`src/design/skset_pkg.sv`:
```
`timescale 1ns / 1ps
`default_nettype none
// ----------------------------------------------------------------------------
// skset_pkg
// Shared types, widths and codes of the sorted key set unit.
// ----------------------------------------------------------------------------
package skset_pkg;

  // store geometry
  localparam int SLOT_COUNT = 64;
  localparam int KEY_BITS   = 32;
  localparam int IDX_W      = $clog2(SLOT_COUNT);
  localparam int CNT_W      = $clog2(SLOT_COUNT + 1);

  // fixed field widths of the channels
  localparam int OP_W   = 3;
  localparam int KEY_W  = 32;
  localparam int RIDX_W = 6;

  typedef logic [KEY_BITS-1:0] skey_t;

  typedef enum logic [OP_W-1:0] {
    OP_INSERT = 3'd0,
    OP_FIND   = 3'd1,
    OP_LOWER  = 3'd2,
    OP_UPPER  = 3'd3,
    OP_FIRST  = 3'd4,
    OP_LAST   = 3'd5
  } opcode_t;

  typedef enum logic [1:0] {
    ST_IDLE,
    ST_CMP,
    ST_EXEC
  } state_t;

  // per-cell update control
  typedef struct packed {
    logic shift;
    logic load;
  } cell_ctl_t;

  // what the encoder reports about the chain
  typedef struct packed {
    logic             bnd_hit;
    logic             bnd_eq;
    logic [IDX_W-1:0] pos;
    skey_t            bnd_key;
    skey_t            last_key;
  } enc_res_t;

  // map a key to a value whose unsigned order is the selected order
  function automatic skey_t order_key(input skey_t k, input logic sgn);
    skey_t flip;
    flip               = '0;
    flip[KEY_BITS-1]   = sgn;
    return k ^ flip;
  endfunction

endpackage
`default_nettype wire

```
`src/design/skset_cell.sv`:
```
`timescale 1ns / 1ps
`default_nettype none
// ----------------------------------------------------------------------------
// skset_cell
// One slot of the sorted chain: holds a key, compares it with the search
// key every cycle and takes its left neighbour's key on an insert shift.
// ----------------------------------------------------------------------------
module skset_cell
  import skset_pkg::*;
(
  input  wire logic      clk,
  input  wire cell_ctl_t ctl,
  input  wire skey_t     nbr_key,
  input  wire skey_t     new_key,
  input  wire skey_t     cmp_ord,
  input  wire logic      signed_order,
  output      skey_t     key_o,
  output      logic      lt_o,
  output      logic      eq_o
);

  skey_t key_r;
  skey_t key_nxt;
  skey_t own_ord;
  logic  lt_r;
  logic  eq_r;

  // slot contents: load new key, shift from neighbour or hold
  always_comb begin
    priority if (ctl.load) begin
      key_nxt = new_key;
    end else if (ctl.shift) begin
      key_nxt = nbr_key;
    end else begin
      key_nxt = key_r;
    end
  end

  assign own_ord = order_key(key_r, signed_order);

  always_ff @(posedge clk) begin
    key_r <= key_nxt;
    lt_r  <= (own_ord < cmp_ord);
    eq_r  <= (own_ord == cmp_ord);
  end

  assign key_o = key_r;
  assign lt_o  = lt_r;
  assign eq_o  = eq_r;

endmodule
`default_nettype wire

```
`config.mk`:
```
export PLATFORM = sky130hd
export DESIGN_NAME = skset_cell
export DESIGN_NICKNAME = d
export VERILOG_FILES = /design/src/design/skset_pkg.sv /design/src/design/skset_cell.sv
export SDC_FILE = /design/constraint.sdc
export NUM_CORES = 1
export LEC_CHECK = 0
export BUFFER_PORTS_ARGS = -buffer_cell sky130_fd_sc_hd__buf_4
export CAP_MARGIN = 15
export CORE_ASPECT_RATIO = 1.25
export CORE_UTILIZATION = 44
export DETAILED_ROUTE_END_ITERATION = 10
export PLACE_DENSITY = 0.81
export SLEW_MARGIN = 20
export SYNTH_ARGS = -nofsm -noshare
export SYNTH_HDL_FRONTEND = slang
export SYNTH_SLANG_ARGS = --single-unit
```
`constraint.sdc`:
```
create_clock -name clk -period 1.9 [get_ports clk]
set_input_delay 0.095 -clock clk [delete_from_list [all_inputs] [get_ports clk]]
set_output_delay 0.095 -clock clk [all_outputs]
set_load 0.01 [all_outputs]
```
; ---- Word-level counts from Yosys, hierarchy flattened
; Cells that the tools add are included.
[word_totals]
register_bits = 34
inputBits = 100
output_inout_bits = 34
elab_cells = 9
[classes]
magnitude_cmp = 1
n_eq_ne = 1
n_mux = 2
n_bitwise = 1
n_reduce_logical = 1
[ops]
columns = cell, count
row1 = $mux W32, 2
row2 = $eq A32 B32 Y1, 1
row3 = $lt A32 B32 Y1, 1
row4 = $xor A32 B32 Y32, 1
row5 = $reduce_bool A2 Y1, 1

; ---- Longest topological paths before layout
[depth]
ltp_word = 2
ltp_mapped = 7
depth_no_buf = 7

; ---- Worst setup path after synthesis
; OpenSTA, ideal clock, no wires.
[synth_path]
path_kind = register -> register
start = register key_r[31], in the netlist key_o[31]
end = register lt_r, in the netlist lt_o
setup_time_ps = 129
arrival_ps = 1591
required_time_ps = 1771
path_slack_ps = 180
stages_incl_launch_ff = 7
n_path_buf = 0
period_less_slack_ps = 1720
cell_sequence = edfxtp_1 -> xor2_1 -> ha_1 -> nand4_1 -> or3_1 -> nor2_1 -> a2111oi_2
[synth_via]
elab_chain_cells = 2
[synth_lines]
columns = item, line_no
row1 = start: declaration, skset_cell.sv:22  ; skey_t key_r;
row2 = start signal: assignment, skset_cell.sv:42  ; key_r <= key_nxt;
row3 = $xor A32 B32 Y32, skset_pkg.sv:57  ; return k ^ flip;
row4 = $lt A32 B32 Y1, skset_cell.sv:43  ; lt_r <= (own_ord < cmp_ord);
row5 = end signal: assignment, skset_cell.sv:43
row6 = end: declaration, skset_cell.sv:25  ; logic lt_r;
; Every way passes these cells.
; A chain may end at the register's enable or synchronous reset.

; ---- Worst setup path after layout
[layout_path]
start = register key_r[6], in the netlist key_o[6]
end = register lt_r, in the netlist lt_o
; Same word-level chain as after synthesis.

==> impl_metrics.yaml <==
logic_synthesis:
  synth-main-ff-cell: "edfxtp_1"
  ys_ff_latch: 34
  yosys_warnings: 0
  synth_edf_count: 32
  synthCells: 187
  netlist_area_um2: 2220
  synth.avg_cell_area_um2: 11.9
  synth.distinct_cells: 27
  synth_nets: 319
  synthArstFlopShare_pct: 0
  yosysSeqAreaShare_pct: 45.1
routing:
  drt_iter0_markers: 23
  routed-via-count: 1907
  first_pass_iters: 4
  post_drt_wl_per_cell_um: 13.7
  drc_errors: 0
  wl_um: 5300
  ant_nets: 0
  vias_per_cell: 4.94
critical_path:
  critPathKind: "register to register"
  timing.rr.start: "key_o[6]$_DFFE_PP_"
  max_stage_delay_ns: 0.43
  cp_cell_sequence: "ha_4, nand4_1, nor4_2, a21bo_1, o211ai_1, a2111oi_2"
  crit_buf_inv: 0
  cp.required_ns: 2.06
  cp_max_fo: 2
  slowest_stage: "edfxtp_1"
  crit_arrival_ns: 1.96
  crit_path_start_kind: "register"
  cp-end-kind: "register"
  crit_family: "simple AND/OR/NAND/NOR gates"
  critPathLaunch: "key_o[6]$_DFFE_PP_"
grt:
  first_global_vias: 1904
  grt_max_degree: 33
  grt_pass1_wl_um: 7950
  gr-total-overflow: 0
  antenna_found_initial: 0
  grt_usage_pct: 19.9
clocking:
  clkSlewWorstSetupHoldPaths_ns: 0.07
  clk_latency_ns: 0.28
  cts_tree: "built"
  ctsHoldBuffers: 0
  postCtsSetupBuffers: 0
  numCtsBuffers: 5
  clockRootBuffer: "clkbuf_8"
  htreeDepth: 2
  cts_resized: 0
  cts_sinks: 34
  clockBufferDepth: 2
power_and_ir_drop:
  p_per_area_nw_per_um2: 626
  p_leak_nw: 1.66
  net-switching-power_mw: 0.566
  pwr-share-comb_pct: 31.0
  swShare_pct: 26.5
  ir_worst_vdd_uv: 458
  power_frac_seq_pct: 45.3
  intPower_mw: 1.57
  power_frac_clock_pct: 23.7
timing:
  slew_headroom_pct: 71.5
  max_slew.worst_pin.slew_ns: 0.427
  fin_tns_setup_ns: 0
  rsz0062_at_grt: "true"
  fin_crit_sh_pct: 94.7
  max_freq_mhz: 556
  finalHoldViolations: 0
  clock_skew_ns: 0.00380
  layout_min_cycle_time_ns: 1.80
  setup_viol: 0
  slew_viol_final: 0
  worst_hold_slack_ns: 0.112
flow_run:
  max-cap-violations: 0
min_path:
  hp-class: "input port to register"
  min_from: "nbr_key[26]"
finish:
  final_nets: 457
  layout-drive-gt1-share_pct: 56.7
  antenna_cells: 0
  final_area_um2: 3410
  final_common_cell: "buf_4"
  fillCellCount: 371
  final_cell_mix: "buf_4, inv_1, mux2_2, edfxtp_1, ha_1"
  fin_cells: 386
  syn_to_final_growth_pct: 53.5
placed_design:
  place_inst: 378
  dpl-instance-area_um2: 3290
  place_congestion: 0.714
  dp_hpwl_um: 4440
  port_buffers: 133
die:
  core_um2: 4800
  die_area_um2: 5340
  fp.dieH_um: 81.4
  rows: 28
  fp.dieW_um: 65.5
  start_util_pct: 46.3
  ios: 134
status:
  status: "finished clean"
## power groups by stage
stage / logic (mW) / registers, mW / clock network, mW
detailed placement: 0.657 / 0.980 / 0
global placement: 0.643 / 0.973 / 0
global route: 0.730 / 0.976 / 0.540
floorplan: 0.269 / 1.02 / 0
finish: 0.660 / 0.966 / 0.506
CTS: 0.659 / 0.964 / 0.520
## flip-flops by register name, summed over array words and instances (netlist names)
signal and cells:
lt_o 1, key_o 32, eq_o 1
## area by class of cell
type | count | area (um2) | share of cell area, %
Tap cell | 60 | 75.1 | 2.20
Sequential cell | 34 | 1000 | 29.4
Multi-Input combinational cell | 117 | 1120 | 32.8
Clock buffer | 8 | 80.1 | 2.35
Timing Repair Buffer | 135 | 1010 | 29.7
Inverter | 32 | 120 | 3.52
## worst paths after layout
kind / end / slack, ns / cells past startpoint
max reg2reg: lt_o$_DFF_P_ / 0.10 / 6
max: lt_o$_DFF_P_ / 0.10 / 6
min: key_o[26]$_DFFE_PP_ / 0.11 / 2
min reg2reg: eq_o$_DFF_P_ / 0.70 / 3
## cell families (layout without fill, tap and decap cells)
family | count (synthesis) | after routing | synth area share (%)
buffers and inverters | 36 | 175 | 6.25
DFF | 34 | 34 | 45.1
adders and majority gates | 32 | 32 | 18.0
muxes | 32 | 32 | 16.2
and+or+nand+nor | 28 | 28 | 6.70
AOI/OAI and AO/OA | 24 | 24 | 7.32
xor gates and xnor gates | 1 | 1 | 0.394
## synth_stat cells, types with 2 or more instances
library cell | count | area share, %
nor2b_1 | 2 | 0.56
dfxtp_1 | 2 | 1.8
o211ai_1 | 2 | 0.68
buf_2 | 3 | 0.68
edfxtp_1 | 32 | 43
inv_1 | 32 | 5.4
o21ai_0 | 4 | 0.90
nor2_1 | 6 | 1.0
nand2_1 | 10 | 1.7
a21oi_2 | 2 | 0.79
a211oi_1 | 2 | 0.68
ha_1 | 32 | 18
mux2_2 | 32 | 16
nand4_1 | 4 | 1.1
a21oi_1 | 10 | 2.3
## through the flow
step                total power [mW]  utilization [%]  worst slack (ns)
finish                          2.13             71.0             0.101
global route                    2.25             71.0           0.00670
CTS                             2.14             70.2            0.0453
detailed placement              1.64             68.6            0.0672
global placement                1.62             68.6             0.167
floorplan                       1.28                -             0.180
## layer usage
layer	GRT usage, %	routed length, um	part of all wire (%)	vias to the layer above
met5	0	0	0	-
li1	-	-	-	950
met4	10.4	145	2.7	0
met1	19.0	1910	36	878
met3	4.03	290	5.5	13
met2	39.1	2960	56	66
No activity file was read; power rests on OpenSTA's default activity.
